`src/rtl/i2cms_pkg.sv`:
```
// ----------------------------------------------------------------------------
// i2cms_pkg
// Types and codes shared by the I2C master transaction sequencer.
// ----------------------------------------------------------------------------
package i2cms_pkg;

  localparam logic [1:0] REQ_LOAD  = 2'd0;
  localparam logic [1:0] REQ_START = 2'd1;
  localparam logic [1:0] REQ_EVENT = 2'd2;
  localparam logic [1:0] REQ_READ  = 2'd3;

  localparam logic [3:0] EV_START      = 4'd0;
  localparam logic [3:0] EV_REP_START  = 4'd1;
  localparam logic [3:0] EV_SLAW_ACK   = 4'd2;
  localparam logic [3:0] EV_TX_ACK     = 4'd3;
  localparam logic [3:0] EV_RX_ACK     = 4'd4;
  localparam logic [3:0] EV_SLAR_ACK   = 4'd5;
  localparam logic [3:0] EV_RX_NACK    = 4'd6;
  localparam logic [3:0] EV_ARB_LOST   = 4'd7;
  localparam logic [3:0] EV_OTHER      = 4'd12;

  localparam logic [1:0] ST_NONE    = 2'd0;
  localparam logic [1:0] ST_SUCCESS = 2'd1;
  localparam logic [1:0] ST_ERROR   = 2'd2;

  localparam logic [5:0] POS_MAX = 6'd63;

  typedef struct packed {
    logic [1:0] req_type;
    logic [4:0] buf_index;
    logic [7:0] buf_data;
    logic [5:0] msg_size;
    logic [3:0] bus_event;
    logic [7:0] rx_byte;
  } req_t;

  typedef struct packed {
    logic [7:0] tx_byte;
    logic       tx_load;
    logic       drive_start;
    logic       drive_stop;
    logic       ack_enable;
    logic       busy_res;
    logic [1:0] xfer_status;
    logic [3:0] error_event;
    logic [7:0] read_data;
  } rsp_t;

  // result control that travels alongside the buffer read
  typedef struct packed {
    logic       tx_load;
    logic       drive_start;
    logic       drive_stop;
    logic       ack_enable;
    logic       busy_res;
    logic [1:0] xfer_status;
    logic [3:0] error_event;
    logic       rd_sel;
  } ctl_t;

endpackage

```
`src/rtl/i2cms_buf.sv`:
```
// ----------------------------------------------------------------------------
// i2cms_buf
// Message buffer: one write port, one read port, registered read data.
// ----------------------------------------------------------------------------
module i2cms_buf #(
  parameter int DEPTH = 32,
  parameter int AW    = 5
) (
  input  logic          clk,
  input  logic          we,
  input  logic [AW-1:0] waddr,
  input  logic [7:0]    wdata,
  input  logic          re,
  input  logic [AW-1:0] raddr,
  output logic [7:0]    rdata
);

  logic [7:0] mem [DEPTH];

  always_ff @(posedge clk) begin
    if (we) begin
      mem[waddr] <= wdata;
    end
  end

  always_ff @(posedge clk) begin
    if (re) begin
      rdata <= mem[raddr];
    end
  end

endmodule

```
`src/rtl/i2cms_ctrl.sv`:
```
// ----------------------------------------------------------------------------
// i2cms_ctrl
// Transfer state and per-beat decision logic; drives the buffer ports.
// ----------------------------------------------------------------------------
module i2cms_ctrl import i2cms_pkg::*; #(
  parameter int BUF_DEPTH = 32,
  parameter int AW        = 5
) (
  input  logic          clk,
  input  logic          rst,
  input  logic          fire,
  input  req_t          req,
  output logic          we,
  output logic [AW-1:0] waddr,
  output logic [7:0]    wdata,
  output logic [AW-1:0] raddr,
  output ctl_t          ctl
);

  localparam logic [8:0] DEPTH9 = 9'(BUF_DEPTH);

  logic [5:0] msg_length, msg_length_next;
  logic [5:0] byte_pos, byte_pos_next;
  logic [1:0] status_reg, status_reg_next;
  logic [3:0] last_error, last_error_next;
  logic       busy_flag, busy_flag_next;

  logic [8:0] idx_ext;
  logic       idx_ok;
  logic [5:0] pos_eff;
  logic [8:0] pos_ext;
  logic [8:0] pos_eff_ext;
  logic       pos_ok;
  logic [5:0] pos_inc;
  logic [5:0] pos_inc_eff;

  always_comb begin
    idx_ext     = {4'b0, req.buf_index};
    idx_ok      = idx_ext < DEPTH9;
    pos_ext     = {3'b0, byte_pos};
    pos_ok      = pos_ext < DEPTH9;
    pos_inc     = (byte_pos == POS_MAX) ? POS_MAX : byte_pos + 6'd1;
    pos_eff     = (req.bus_event == EV_START || req.bus_event == EV_REP_START) ?
                  6'd0 : byte_pos;
    pos_eff_ext = {3'b0, pos_eff};
    pos_inc_eff = (pos_eff == POS_MAX) ? POS_MAX : pos_eff + 6'd1;

    msg_length_next = msg_length;
    byte_pos_next   = byte_pos;
    status_reg_next = status_reg;
    last_error_next = last_error;
    busy_flag_next  = busy_flag;

    we    = 1'b0;
    waddr = idx_ext[AW-1:0];
    wdata = req.buf_data;
    raddr = idx_ext[AW-1:0];
    ctl   = '0;

    case (req.req_type)
      REQ_LOAD: begin
        we = idx_ok;
      end
      REQ_START: begin
        if (!busy_flag) begin
          msg_length_next = ({3'b0, req.msg_size} > DEPTH9) ? DEPTH9[5:0] : req.msg_size;
          status_reg_next = ST_NONE;
          busy_flag_next  = 1'b1;
          ctl.drive_start = 1'b1;
        end
      end
      REQ_READ: begin
        ctl.rd_sel = idx_ok;
      end
      default: begin
        if (busy_flag) begin
          case (req.bus_event)
            EV_START, EV_REP_START, EV_SLAW_ACK, EV_TX_ACK: begin
              byte_pos_next = pos_eff;
              if (pos_eff < msg_length) begin
                raddr         = pos_eff_ext[AW-1:0];
                ctl.tx_load   = 1'b1;
                byte_pos_next = pos_inc_eff;
              end else begin
                status_reg_next = ST_SUCCESS;
                ctl.drive_stop  = 1'b1;
                busy_flag_next  = 1'b0;
              end
            end
            EV_RX_ACK: begin
              we             = pos_ok;
              waddr          = pos_ext[AW-1:0];
              wdata          = req.rx_byte;
              byte_pos_next  = pos_inc;
              ctl.ack_enable = ({1'b0, pos_inc} + 7'd1) < {1'b0, msg_length};
            end
            EV_SLAR_ACK: begin
              ctl.ack_enable = ({1'b0, byte_pos} + 7'd1) < {1'b0, msg_length};
            end
            EV_RX_NACK: begin
              we              = pos_ok;
              waddr           = pos_ext[AW-1:0];
              wdata           = req.rx_byte;
              status_reg_next = ST_SUCCESS;
              ctl.drive_stop  = 1'b1;
              busy_flag_next  = 1'b0;
            end
            EV_ARB_LOST: begin
              ctl.drive_start = 1'b1;
            end
            default: begin
              status_reg_next = ST_ERROR;
              last_error_next = (req.bus_event > EV_OTHER) ? EV_OTHER : req.bus_event;
              busy_flag_next  = 1'b0;
            end
          endcase
        end
      end
    endcase

    we              = we & fire;
    ctl.busy_res    = busy_flag_next;
    ctl.xfer_status = status_reg_next;
    ctl.error_event = last_error_next;
  end

  always_ff @(posedge clk) begin
    if (rst) begin
      msg_length <= '0;
      byte_pos   <= '0;
      status_reg <= ST_NONE;
      last_error <= '0;
      busy_flag  <= 1'b0;
    end else if (fire) begin
      msg_length <= msg_length_next;
      byte_pos   <= byte_pos_next;
      status_reg <= status_reg_next;
      last_error <= last_error_next;
      busy_flag  <= busy_flag_next;
    end
  end

endmodule

```
`src/rtl/i2cms_out.sv`:
```
// ----------------------------------------------------------------------------
// i2cms_out
// Read-data stage and result register; merges buffer data into the result.
// ----------------------------------------------------------------------------
module i2cms_out import i2cms_pkg::*; (
  input  logic       clk,
  input  logic       rst,
  input  logic       fire,
  input  ctl_t       ctl,
  input  logic [7:0] rdata,
  output logic       in_stall,
  output logic       rsp_valid,
  input  logic       rsp_stall,
  output rsp_t       rsp
);

  logic s1_valid;
  ctl_t s1_ctl;
  logic s1_move;
  rsp_t rsp_next;

  assign s1_move  = s1_valid && (!rsp_valid || !rsp_stall);
  assign in_stall = s1_valid && !s1_move;

  always_comb begin
    rsp_next.tx_byte     = s1_ctl.tx_load ? rdata : 8'd0;
    rsp_next.tx_load     = s1_ctl.tx_load;
    rsp_next.drive_start = s1_ctl.drive_start;
    rsp_next.drive_stop  = s1_ctl.drive_stop;
    rsp_next.ack_enable  = s1_ctl.ack_enable;
    rsp_next.busy_res    = s1_ctl.busy_res;
    rsp_next.xfer_status = s1_ctl.xfer_status;
    rsp_next.error_event = s1_ctl.error_event;
    rsp_next.read_data   = s1_ctl.rd_sel ? rdata : 8'd0;
  end

  always_ff @(posedge clk) begin
    if (rst) begin
      s1_valid  <= 1'b0;
      rsp_valid <= 1'b0;
    end else begin
      if (fire) begin
        s1_valid <= 1'b1;
      end else if (s1_move) begin
        s1_valid <= 1'b0;
      end
      if (s1_move) begin
        rsp_valid <= 1'b1;
      end else if (!rsp_stall) begin
        rsp_valid <= 1'b0;
      end
    end
  end

  always_ff @(posedge clk) begin
    if (fire) begin
      s1_ctl <= ctl;
    end
    if (s1_move) begin
      rsp <= rsp_next;
    end
  end

endmodule

```
`src/rtl/i2c_master_transaction_sequencer_top.sv`:
```
// ----------------------------------------------------------------------------
// i2c_master_transaction_sequencer_top
// Sequences an I2C master transfer from a message buffer, one request per beat.
// ----------------------------------------------------------------------------
// A request beat loads a buffer byte, starts a transfer, reports a bus event
// or reads a buffer byte; every request returns exactly one result beat. One
// request is taken per clock while req_stall is low: the transfer state sits
// in flops and is decided in the accept cycle, the buffer RAM is written or
// read at that same edge, and its registered read data is merged into the
// result register when the read stage moves on. A read stage plus the result
// register let a new request enter while a finished result still waits.
// Buffer entries never loaded read back as undefined data.
module i2c_master_transaction_sequencer_top import i2cms_pkg::*; #(
  parameter int BUF_DEPTH = 32
) (
  input  logic clk,
  input  logic rst,
  input  logic req_valid,
  output logic req_stall,
  input  req_t req,
  output logic rsp_valid,
  input  logic rsp_stall,
  output rsp_t rsp
);

  localparam int AW = (BUF_DEPTH > 1) ? $clog2(BUF_DEPTH) : 1;

  logic          fire;
  logic          we;
  logic [AW-1:0] waddr;
  logic [7:0]    wdata;
  logic [AW-1:0] raddr;
  logic [7:0]    rdata;
  ctl_t          ctl;

  assign fire = req_valid && !req_stall;

  i2cms_ctrl #(
    .BUF_DEPTH (BUF_DEPTH),
    .AW        (AW)
  ) u_ctrl (
    .clk   (clk),
    .rst   (rst),
    .fire  (fire),
    .req   (req),
    .we    (we),
    .waddr (waddr),
    .wdata (wdata),
    .raddr (raddr),
    .ctl   (ctl)
  );

  i2cms_buf #(
    .DEPTH (BUF_DEPTH),
    .AW    (AW)
  ) u_buf (
    .clk   (clk),
    .we    (we),
    .waddr (waddr),
    .wdata (wdata),
    .re    (fire),
    .raddr (raddr),
    .rdata (rdata)
  );

  i2cms_out u_out (
    .clk       (clk),
    .rst       (rst),
    .fire      (fire),
    .ctl       (ctl),
    .rdata     (rdata),
    .in_stall  (req_stall),
    .rsp_valid (rsp_valid),
    .rsp_stall (rsp_stall),
    .rsp       (rsp)
  );

endmodule
```
`config.mk`:
```
export PLATFORM = sky130hd
export DESIGN_NAME = i2c_master_transaction_sequencer_top
export DESIGN_NICKNAME = d
export VERILOG_FILES = /design/src/rtl/i2cms_pkg.sv /design/src/rtl/i2cms_buf.sv /design/src/rtl/i2cms_ctrl.sv /design/src/rtl/i2cms_out.sv /design/src/rtl/i2c_master_transaction_sequencer_top.sv
export SDC_FILE = /design/constraint.sdc
export NUM_CORES = 1
export LEC_CHECK = 0
export CORE_ASPECT_RATIO = 1.1
export CORE_UTILIZATION = 60
export CTS_BUF_LIST = sky130_fd_sc_hd__clkbuf_4 sky130_fd_sc_hd__clkbuf_8
export DETAILED_ROUTE_END_ITERATION = 10
export DONT_BUFFER_PORTS = 1
export PLACE_DENSITY = 0.76
export SKIP_LAST_GASP = 1
export SLEW_MARGIN = 20
export SYNTH_ARGS = -nofsm -noshare
export SYNTH_HDL_FRONTEND = slang
export SYNTH_HIERARCHICAL = 1
export SYNTH_SLANG_ARGS = --single-unit
```
`constraint.sdc`:
```
create_clock -name clk -period 12.25 [get_ports clk]
set_input_delay 0.6125 -clock clk [delete_from_list [all_inputs] [get_ports clk]]
set_output_delay 0.6125 -clock clk [all_outputs]
set_load 0.005 [all_outputs]
```
Word-level counts from Yosys, hierarchy flattened
Memory sizes are Yosys's and may differ from the RTL's. A register that Yosys moved wholly into a read port is not among the register bits. Cells that the tools add are included.

Register bits after elaboration: 60. RAM bits: 256. Input port bits: 37. Output and inout port bits: 29. Word-level logic and storage cells: 121. Memories: 1.

$add $sub $neg: 4. $lt $le $gt $ge: 6. Equal/unequal tests: 12. Multiplexer cells: 46. Bitwise logic cells: 4. Reductions and logical operators: 24.

Memory list: u_buf.mem (depth 32, bits a word 8, rd ports 1, clocked after Yosys merged registers in 1, wr ports 1, RTL line i2cms_buf.sv:18) `logic [7:0] mem [DEPTH];`.

Operators with widths (number): $mux W5 (7); $mux W6 (5); $mux W8 (3); $eq A4 B3 Y1 const B (4); $mux W4 (4); $add A6 B1 Y7 const B (2); $lt A7 B6 Y1 (2); $mux W1 (14); $add A6 B1 Y6 const B (2); $eq A6 B6 Y1 const B (2); $pmux W1 S2 (6); $pmux W6 S2 (1); $eq A4 B2 Y1 const B (2); $reduce_or A4 Y1 (2); $reduce_or A8 Y1 (1); $gt A6 B6 Y1 const B (1); $lt A6 B6 Y1 (1); $lt A6 B6 Y1 const B (1); $mux W2 (3); $pmux W2 S3 (1); $reduce_or A2 Y1 (3); $reduce_or A3 Y1 (2); $reduce_or A5 Y1 (1); $eq A4 B1 Y1 const B (1); 16 further kinds (25).

Longest topological paths before layout
Gate-level depths: netlist (run 1).

Depth after elaboration: 10. Gate-level depth with buffers: 15. Depth with buffers taken out: 11.

Cells and area by module
Netlist (run 1), hierarchy kept.

Modules (own cells, without submodules): i2cms_buf (times used 1, cells each 417, area each 10133.5 um^2, seq. area each 7927.6 um^2); i2cms_ctrl (times used 1, cells each 288, area each 2255.9 um^2, seq. area each 380.4 um^2); i2cms_out (times used 1, cells each 63, area each 1343.8 um^2, seq. area each 1211.2 um^2); i2c_master_transaction_sequencer_top (times used 1, cells each 1, area each 13.8 um^2, seq. area each 0.0 um^2).

Least setup slack after synthesis (run 1)
OpenSTA, ideal clock, no wires.

Path type: input to register. Start: input req[11] in the netlist's numbering. End: register u_buf.rdata[0], read port of u_buf.mem (data pin). Setup time: 260 ps. Arrival: 4400 ps. Required time: 11990 ps. Path slack: 7590 ps. Stages on the path: 14. Path buffers: 4. Cells stage by stage: buf_4 -> or3_1 -> clkbuf_1 -> and2_1 -> ha_1 -> o311ai_4 -> a311oi_4 -> nor3b_4 -> mux2_2 -> clkbuf_1 -> clkbuf_1 -> mux4_2 -> mux4_2 -> mux2_2.

Longest elaborated chain between the ends: 8. Elaborated cells between the ends (all ways): 12. Classes of those cells: order compare: 1; eq/ne: 3; mux: 5; reduce/logical: 3.

RTL lines: from (decl) (RTL line i2c_master_transaction_sequencer_top.sv:20) `input req_t req,`; $eq A4 B1 Y1 or $logic_not A4 Y1 (tied branches) (RTL line i2cms_ctrl.sv:43, i2cms_ctrl.sv:77); $logic_or A1 B1 Y1 (RTL line i2cms_ctrl.sv:43) `pos_eff = (req.bus_event == EV_START || req.bus_event == EV_REP_START) ?`; $mux W6 (RTL line i2cms_ctrl.sv:43); $lt A6 B6 Y1 (RTL line i2cms_ctrl.sv:80) `if (pos_eff < msg_length) begin`; $mux W5 (RTL line i2cms_ctrl.sv:80); $mux W5 (*) (RTL line i2cms_ctrl.sv:77) `case (req.bus_event)`; $mux W5 (*) (RTL line i2cms_ctrl.sv:76) `if (busy_flag) begin`; $mux W5 (*) (RTL line i2cms_ctrl.sv:60) `case (req.req_type)`; named net raddr[2] (RTL line i2c_master_transaction_sequencer_top.sv:32) `logic [AW-1:0] raddr;`; to (decl) (RTL line i2cms_buf.sv:15) `output logic [7:0] rdata`.

Mark *: on every way through the listed nets, which the timed path passes. The rest lies on a longest branch. A chain may end at the register's enable or synchronous reset.

Worst setup path in the final report (run 1)
Start: input req[9] in the netlist's numbering. End: register u_buf.rdata[7], read port of u_buf.mem (data pin).

The elaborated chain is that of the path after synthesis.

==> results of run 1 <==
[cell type report]
class,count,share of cell area (%)
Clock buffer,69,5.66
Clock inverter,19,0.789
Inverter,18,0.453
Multi-Input combinational cell,388,26.6
Sequential cell,324,63.8
Tap cell,295,2.48
Timing Repair Buffer,4,0.201
[how the worst max path moves through the flow]
stage          slack (ns)  startpoint             end
4_1_cts              7.33      req[9]  u_buf/rdata[6]
3_3_place_gp         6.77      req[9]  u_buf/rdata[6]
3_5_place_dp         6.72      req[9]  u_buf/rdata[6]
6_report             7.38      req[9]  u_buf/rdata[7]
5_1_grt              7.05      req[9]  u_buf/rdata[6]
2_1_floorplan        7.59     req[11]  u_buf/rdata[0]
[kinds of logic after synthesis]
logic type | synth area share, %
mux | 15.8
fa+ha+maj | 2.00
flops | 69.2
xor+xnor | 0.446
buf+inv | 1.97
compound gates | 3.83
simple gates | 6.65
[metrics by stage]
step / total power, mW / util (%) / cell area [µm²] / setup slack (ns)
after floorplan: 1.33 / - / 13700 / 7.59
after global placement: 1.36 / 62.7 / 13900 / 6.77
after detailed placement: 1.36 / 62.7 / 13900 / 6.72
after CTS: 2.22 / 67.0 / 14900 / 7.33
after global routing: 2.27 / 67.0 / 14900 / 7.05
final: 2.20 / 67.0 / 14900 / 7.38
[power breakdown]
group	total [mW]	internal, mW	switching [mW]	leakage, nW
logic	0.103	0.0440	0.0594	1.46
clock network	0.862	0.466	0.395	0.513
registers	1.23	1.23	0.00842	2.93
total	2.20	1.74	0.463	4.90
[routing by layer]
metal	vias up	global-route usage, %	wire [µm]
met5	-	0	0
met4	0	8.00	708
met3	55	4.86	2180
met2	335	42.0	14000
met1	3672	34.4	11600
li1	3096	-	-
[cells in the mapped netlist, drive strengths merged (5+ instances only)]
cell	instances	share of area [%]
dfxtp	21	3.1
inv	18	0.49
a31oi	6	0.27
clkbuf	18	0.51
buf	21	0.97
mux4	80	13
a21o	7	0.38
nand2	31	0.85
mux2	29	2.4
o21ai	10	0.39
edfxtp	303	66
nand3b	6	0.33
and2	23	1.0
nand2b	7	0.32
ha	22	2.0
mux2i	5	0.36
nor3b	7	0.50
nor2b	5	0.28
and3	5	0.23
xor2	5	0.32
nor2	58	1.7
a21oi	20	0.73
nand3	15	0.55
a211oi	6	0.36
[worst register-to-register path, stage by stage, from the launching register on]
cell and delay, ns:
dfxtp_1 0.59, nand2_1 0.20, inv_1 0.18, ha_1 0.25
nand2_1 0.11, a311oi_4 0.08, nor3b_4 0.42, mux2_4 0.62
buf_4 0.68, mux4_2 0.66, mux4_2 0.49, mux2_2 0.27
==> run summary, run 1 <==
Num CTS Buffers = 48
Vert. Die Dim = 161 µm
Worst-path clk slew = 0.07 ns
Worst hold path endpoint = u_ctrl/busy_flag
Pin count of the biggest net entering global routing = 65
Netlist cell types = 61
Clock Sinks = 324
Hold path start = rst
Routed length per instance = 25.5 µm
Ant. Diodes = 0
CTS tree = yes
Fraction of registers with async set/reset = 0%
Yosys reg bits = 324
Share of cells above drive strength 1 = 24.9%
Antenna violations before repair = 0
Post-synth EDFFs = 303
DP HPWL = 18.6 mm
R2R setup slack = 7.45 ns
Row count = 57
Cts-stage hold buffer count = 0
Crit Path Category = primary input to flop
Critical Path Max Stage Delay = 0.68 ns
CP endpoint kind = flop
Placed cell count = 1029
Post-Syn Area = 13700 µm²
Gpl congestion = 0.894
Worst slew pin tran = 1.14 ns
R2r startpoint = u_ctrl/byte_pos[2]
Sequential cell area fraction in the yosys report = 69.2%
Vias per std cell = 6.41
R2R cell count = 11
Crit path required time = 12.56 ns
Layout Area Growth over Synthesis = 8.46%
Final setup vio count = 0
Commonest non-fill, non-tap cell in the layout = edfxtp_1
Net count, final = 843
First-iteration detailed-routing DRC count = 682
Synth Flop Type = edfxtp_1
Critical path buffers and inverters = 1
Fmax achieved = 206 MHz
Via count of the first global-routing pass = 7209
Hold WS = 0.0970 ns
Fin Clk Skew = 0.0196 ns
Die area = 23500 µm²
Mapped Avg Cell Area = 17.9 µm²
Startpoint class of the critical path = primary input
Max reg flops = 256
Leakage = 4.90 nW
Root Driver = clkbuf_8
Gr usage total = 25.4%
Final Cycle Share = 39.7%
CTS Buffer Depth = 3
Fill cell count = 1464
PwrDens = 147 nW/µm²
Via Count = 7158
DRT antenna net count = 0
CP Max Fanout = 36
Post-Syn Instances = 769
Final wirelength = 28.5 mm
Drt drc = 0
Remaining Overflow, GRT = 0
Final Hold Vio Count = 0
RSZ-0062 raised after global routing = no
Register area = 9520 µm²
Core Box Area = 22300 µm²
Slew headroom = 23.5%
Initial Util = 61.8%
Layout Cells excl Fill = 1117
CP Data Arrival Time = 5.18 ns
Post-cts resize count = 0
Setup TNS = 0 ns
Most Frequent Cell on Critical Path = mux4_2
Drt first pass iters = 5
Count of buffers from port buffering = 0
Postcts setup bufs = 0
Area of the multi-input gates = 3960 µm²
Critical Path Stages = 11
Critical Path Slowest Stage Cell = buf_4
H-tree levels = 2
Net Count, Synth = 828
Status = complete, no violations
Peak supply drop = 0.139 mV
Clock latency on the worst-skew pair = 0.57 ns
Die width = 146 µm
Hold WC Path Type = primary input to flop
MaxCap Viol Count = 0
RR Endpoint = u_buf/rdata[7]
Worst Hold Depth = 1
IO Pins = 66
Critical path, cell by cell = or3_1 -> and2_1 -> ha_1 -> o311ai_4 -> a311oi_4 -> nor3b_4 -> mux2_4 -> buf_4 -> mux4_2 -> mux4_2 -> mux2_2
Slew Viols, Final = 0
Minimum clock period = 4.87 ns
Top register by number of flip-flops = u_buf/mem
Commonest cells after routing, fill and taps aside = edfxtp_1, mux4_2, nor2_1
Synth warn = 6
CP delay by family, top = multiplexers
First-pass GRT wire length = 43.4 mm
(Power assumes the default switching activity.)
==> inputs of run 2 (changes only) <==
--- a/config.mk
+++ b/config.mk
@@ -5,12 +5,13 @@
 export SDC_FILE = /design/constraint.sdc
 export NUM_CORES = 1
 export LEC_CHECK = 0
+export ABC_AREA = 1
 export CORE_ASPECT_RATIO = 1.1
 export CORE_UTILIZATION = 60
 export CTS_BUF_LIST = sky130_fd_sc_hd__clkbuf_4 sky130_fd_sc_hd__clkbuf_8
 export DETAILED_ROUTE_END_ITERATION = 10
 export DONT_BUFFER_PORTS = 1
-export PLACE_DENSITY = 0.76
+export PLACE_DENSITY = 0.79
 export SKIP_LAST_GASP = 1
 export SLEW_MARGIN = 20
 export SYNTH_ARGS = -nofsm -noshare
==> constraint.sdc (replaced) <==
create_clock -name clk -period 4 [get_ports clk]
set_input_delay 0.2 -clock clk [delete_from_list [all_inputs] [get_ports clk]]
set_output_delay 0.2 -clock clk [all_outputs]
set_load 0.005 [all_outputs]
==> run 2 against run 1 <==
- area after synthesis up 4.7%
- core utilization down 0.092 points
- wire length up 19%
- critical path depth up 14
- combinational power rose to 4.8 times the previous value
- clock skew up 0.010 ns
- via count up 42%
- largest power group unchanged
- sequential cell count unchanged
- critical path type unchanged
==> run summary, run 2 <==
Ant. Diodes = 0 (unchanged)
Root Driver = clkbuf_8
Compound-Gate Fraction of Synth Area = 2.96% (-0.87 points)
Num CTS Buffers = 48 (unchanged)
Fmax achieved = 269 MHz
First-pass GRT wire length = 52.0 mm (+20%)
Place WS = 0.237 ns (-6.48 ns)
Net Count, Synth = 1410 (+70%)
Vert. Die Dim = 164 µm (+2.3%)
CTS tree = yes
Gpl congestion = 0.939 (+5.0%)
Initial Util = 60.9% (-0.84 points)
Fin Clk Skew = 0.0296 ns (+0.0100 ns)
PwrDens = 436 nW/µm² (+200%)
Top-count cell post-synth = nand2_1
Largest area contributor in the netlist = edfxtp_1
Commonest non-fill, non-tap cell in the layout = nand2_1
Drt first pass iters = 7 (+2)
Row count = 59 (+3.5%)
Post-synth EDFFs = 303 (unchanged)
Fraction of registers with async set/reset = 0% (unchanged)
Startpoint class of the critical path = primary input
H-tree levels = 2 (unchanged)
DRT antenna net count = 0 (unchanged)
Share of cells above drive strength 1 = 10.2% (-15 points)
Post-synth top area share = 63.2% (-3.0 points)
Setup TNS = 0 ns (unchanged)
Simple-gate share of the synthesized area = 22.4% (+16 points)
Netlist cell types = 42 (-31%)
Yosys reg bits = 324 (unchanged)
Net count, final = 1453 (+72%)
Layout Area Growth over Synthesis = 9.81%
Worst-path clk slew = 0.07 ns (about the same)
First-iteration detailed-routing DRC count = 1261 (+85%)
Slew Viols, Final = 0 (unchanged)
Hold WC Path Type = primary input to flop
Final worst slack = 0.287 ns (-7.10 ns)
Final setup vio count = 0 (unchanged)
Die width = 150 µm (+2.3%)
Crit Path Category = primary input to flop
Worst slew pin tran = 0.885 ns (-0.258 ns)
IO Pins = 66 (unchanged)
Pin count of the biggest net entering global routing = 99 (+52%)
Synth Flop Type = edfxtp_1
CP Data Arrival Time = 4.04 ns (-1.14 ns)
Slew headroom = 40.8% (+17 points)
CP Max Fanout = 98 (+170%)
Sequential cell area fraction in the yosys report = 66.1% (-3.1 points)
Adder-cell share of the synthesized area = 1.91% (-0.090 points)
Via count of the first global-routing pass = 9575 (+33%)
Commonest cells after routing, fill and taps aside = nand2_1, edfxtp_1, nand3_1
Gr usage total = 28.1% (+2.7 points)
Post-Syn Area = 14400 µm² (+4.7%)
Crit path required time = 4.33 ns (-8.23 ns)
Core Box Area = 23600 µm² (+6.2%)
Synth cell count leaders = nand2_1, edfxtp_1, nand3_1
Post-Synth XOR/XNOR Area = 0.426% (-0.020 points)
Synth warn = 6 (unchanged)
Final wirelength = 33.9 mm (+19%)
Via Count = 10.2k (+42%)
Largest family of logic cells by synthesized area = simple AND/OR/NAND/NOR gates
Max reg flops = 256 (unchanged)
Post-Syn Instances = 1351 (+76%)
Die area = 24600 µm² (+4.7%)
Leakage = 6.30 nW (+29%)
Mapped Avg Cell Area = 10.7 µm² (-40%)
Count of buffers from port buffering = 0 (unchanged)
Top cells by area, synth = edfxtp_1, nand2_1, nand3_1
DP HPWL = 20.6 mm (+11%)
Minimum clock period = 3.71 ns
Remaining Overflow, GRT = 0 (unchanged)
Final Hold Vio Count = 0 (unchanged)
Clock Sinks = 324 (unchanged)
RSZ-0062 raised after global routing = no
Clock latency on the worst-skew pair = 0.57 ns (about the same)
Final Cycle Share = 92.8%
Antenna violations before repair = 0 (unchanged)
Peak supply drop = 0.370 mV (+170%)
Top register by number of flip-flops = u_buf/mem
Routed length per instance = 19.5 µm (-23%)
Vias per std cell = 5.87 (-8.3%)
CP endpoint kind = flop
CTS Buffer Depth = 3 (unchanged)
Drt drc = 0 (unchanged)
Multiplexer share of the synthesized area = 0.626% (-15 points)
MaxCap Viol Count = 0 (unchanged)
Status = complete, no violations
[run 2: changes by cell type in the layout (fill, tap and decap cells not counted), moves of 6 or more]
cell / before / now
and2_1: 23 / 0
inv_1: 18 / 88
nand2b_1: 7 / 0
nand2_1: 31 / 461
mux2_2: 28 / 8
dlygate4sd3_1: 0 / 19
o21ai_0: 9 / 31
mux4_2: 80 / 0
clkinv_1: 12 / 6
nand3_1: 15 / 221
buf_4: 4 / 28
[run 2: logic make-up (layout without fill, tap and decap cells)]
kind of cell	count (synthesis)	in the layout
fa+ha+maj	22	22
xor+xnor	7	7
flops	324	324
simple gates	762	762
compound gates	76	76
mux	8	8
buf+inv	152	230
[run 2: worst paths after layout]
path / cells past startpoint / endpoint / slack [ns] / startpoint
max reg2reg: 21 / u_buf/rdata[0] / 0.38 / u_ctrl/byte_pos[3]
min reg2reg: 0 / u_out/rsp[14] / 0.42 / u_out/rsp_next[14]
max: 25 / u_buf/rdata[0] / 0.29 / req[11]
min: 2 / u_out/rsp_next[16] / 0.04 / req[9]
[run 2: per-stage QoR]
stage / instances / power [mW] / area (µm²) / hold WS [ns] / util [%]
floorplan: 1351 / 4.18 / 14400 / 0.269 / -
global placement: 1628 / 4.30 / 14600 / 0.270 / 62.0
detailed placement: 1628 / 4.31 / 14600 / 0.274 / 62.0
CTS: 1732 / 6.91 / 15800 / 0.000836 / 66.8
global route: 1734 / 7.12 / 15800 / 0.0426 / 66.9
finish: 1734 / 6.90 / 15800 / 0.0390 / 66.9
[run 2: cell type report]
class                      instances  area, µm²
sequential                       324       9520
fill                            1724       7820
multi-input combinational        875       4120
clock buffer                      73        886
timing repair buffer              51        488
tap                              305        382
inverter                          94        354
clock inverter                    12       56.3
[run 2: power by group]
part | leakage, nW | internal (mW) | total [mW] | switching [mW]
Sequential | 2.94 | 3.76 | 3.79 | 0.0326
Clock | 0.509 | 1.41 | 2.62 | 1.21
Combinational | 2.86 | 0.140 | 0.490 | 0.350
Total | 6.30 | 5.31 | 6.90 | 1.59
[run 2: timing repair]
| action | CTS | global route |
|---|---|---|
| hold buffers | 19 | 0 |
| setup endpoints to repair | 0 | 8 |
| hold endpoints to repair | 28 | 0 |
| resized for setup | 0 | 4 |
| buffers inserted | 0 | 2 |
[run 2: routing by layer]
| metal | share of wire, % | up-vias | global-route usage [%] |
|---|---|---|---|
| met1 | 39 | 4833 | 39.0 |
| met2 | 48 | 591 | 44.6 |
| met3 | 9.9 | 61 | 5.36 |
| met5 | 0 | - | 0 |
| li1 | - | 4701 | - |
| met4 | 2.7 | 0 | 9.87 |
[run 2: critical path, stage by stage]
cell and delay, ns:
dlygate4sd3_1 0.63, nor2_4 0.21, nand2_2 0.13, nand2_1 0.18, inv_1 0.08, ha_1 0.27, nand2_1 0.08, inv_1 0.06
a21oi_2 0.19, inv_1 0.09, a21oi_4 0.20, nand2_2 0.12, nor2_4 0.11, inv_2 0.11, o21ai_4 0.21, clkinv_2 0.13
buf_16 0.23, nand2_1 0.14, nand3_1 0.08, nand3_1 0.13, nand2_1 0.08, nand2_1 0.07, nand2_1 0.07, nand2_1 0.07
nand2_1 0.06
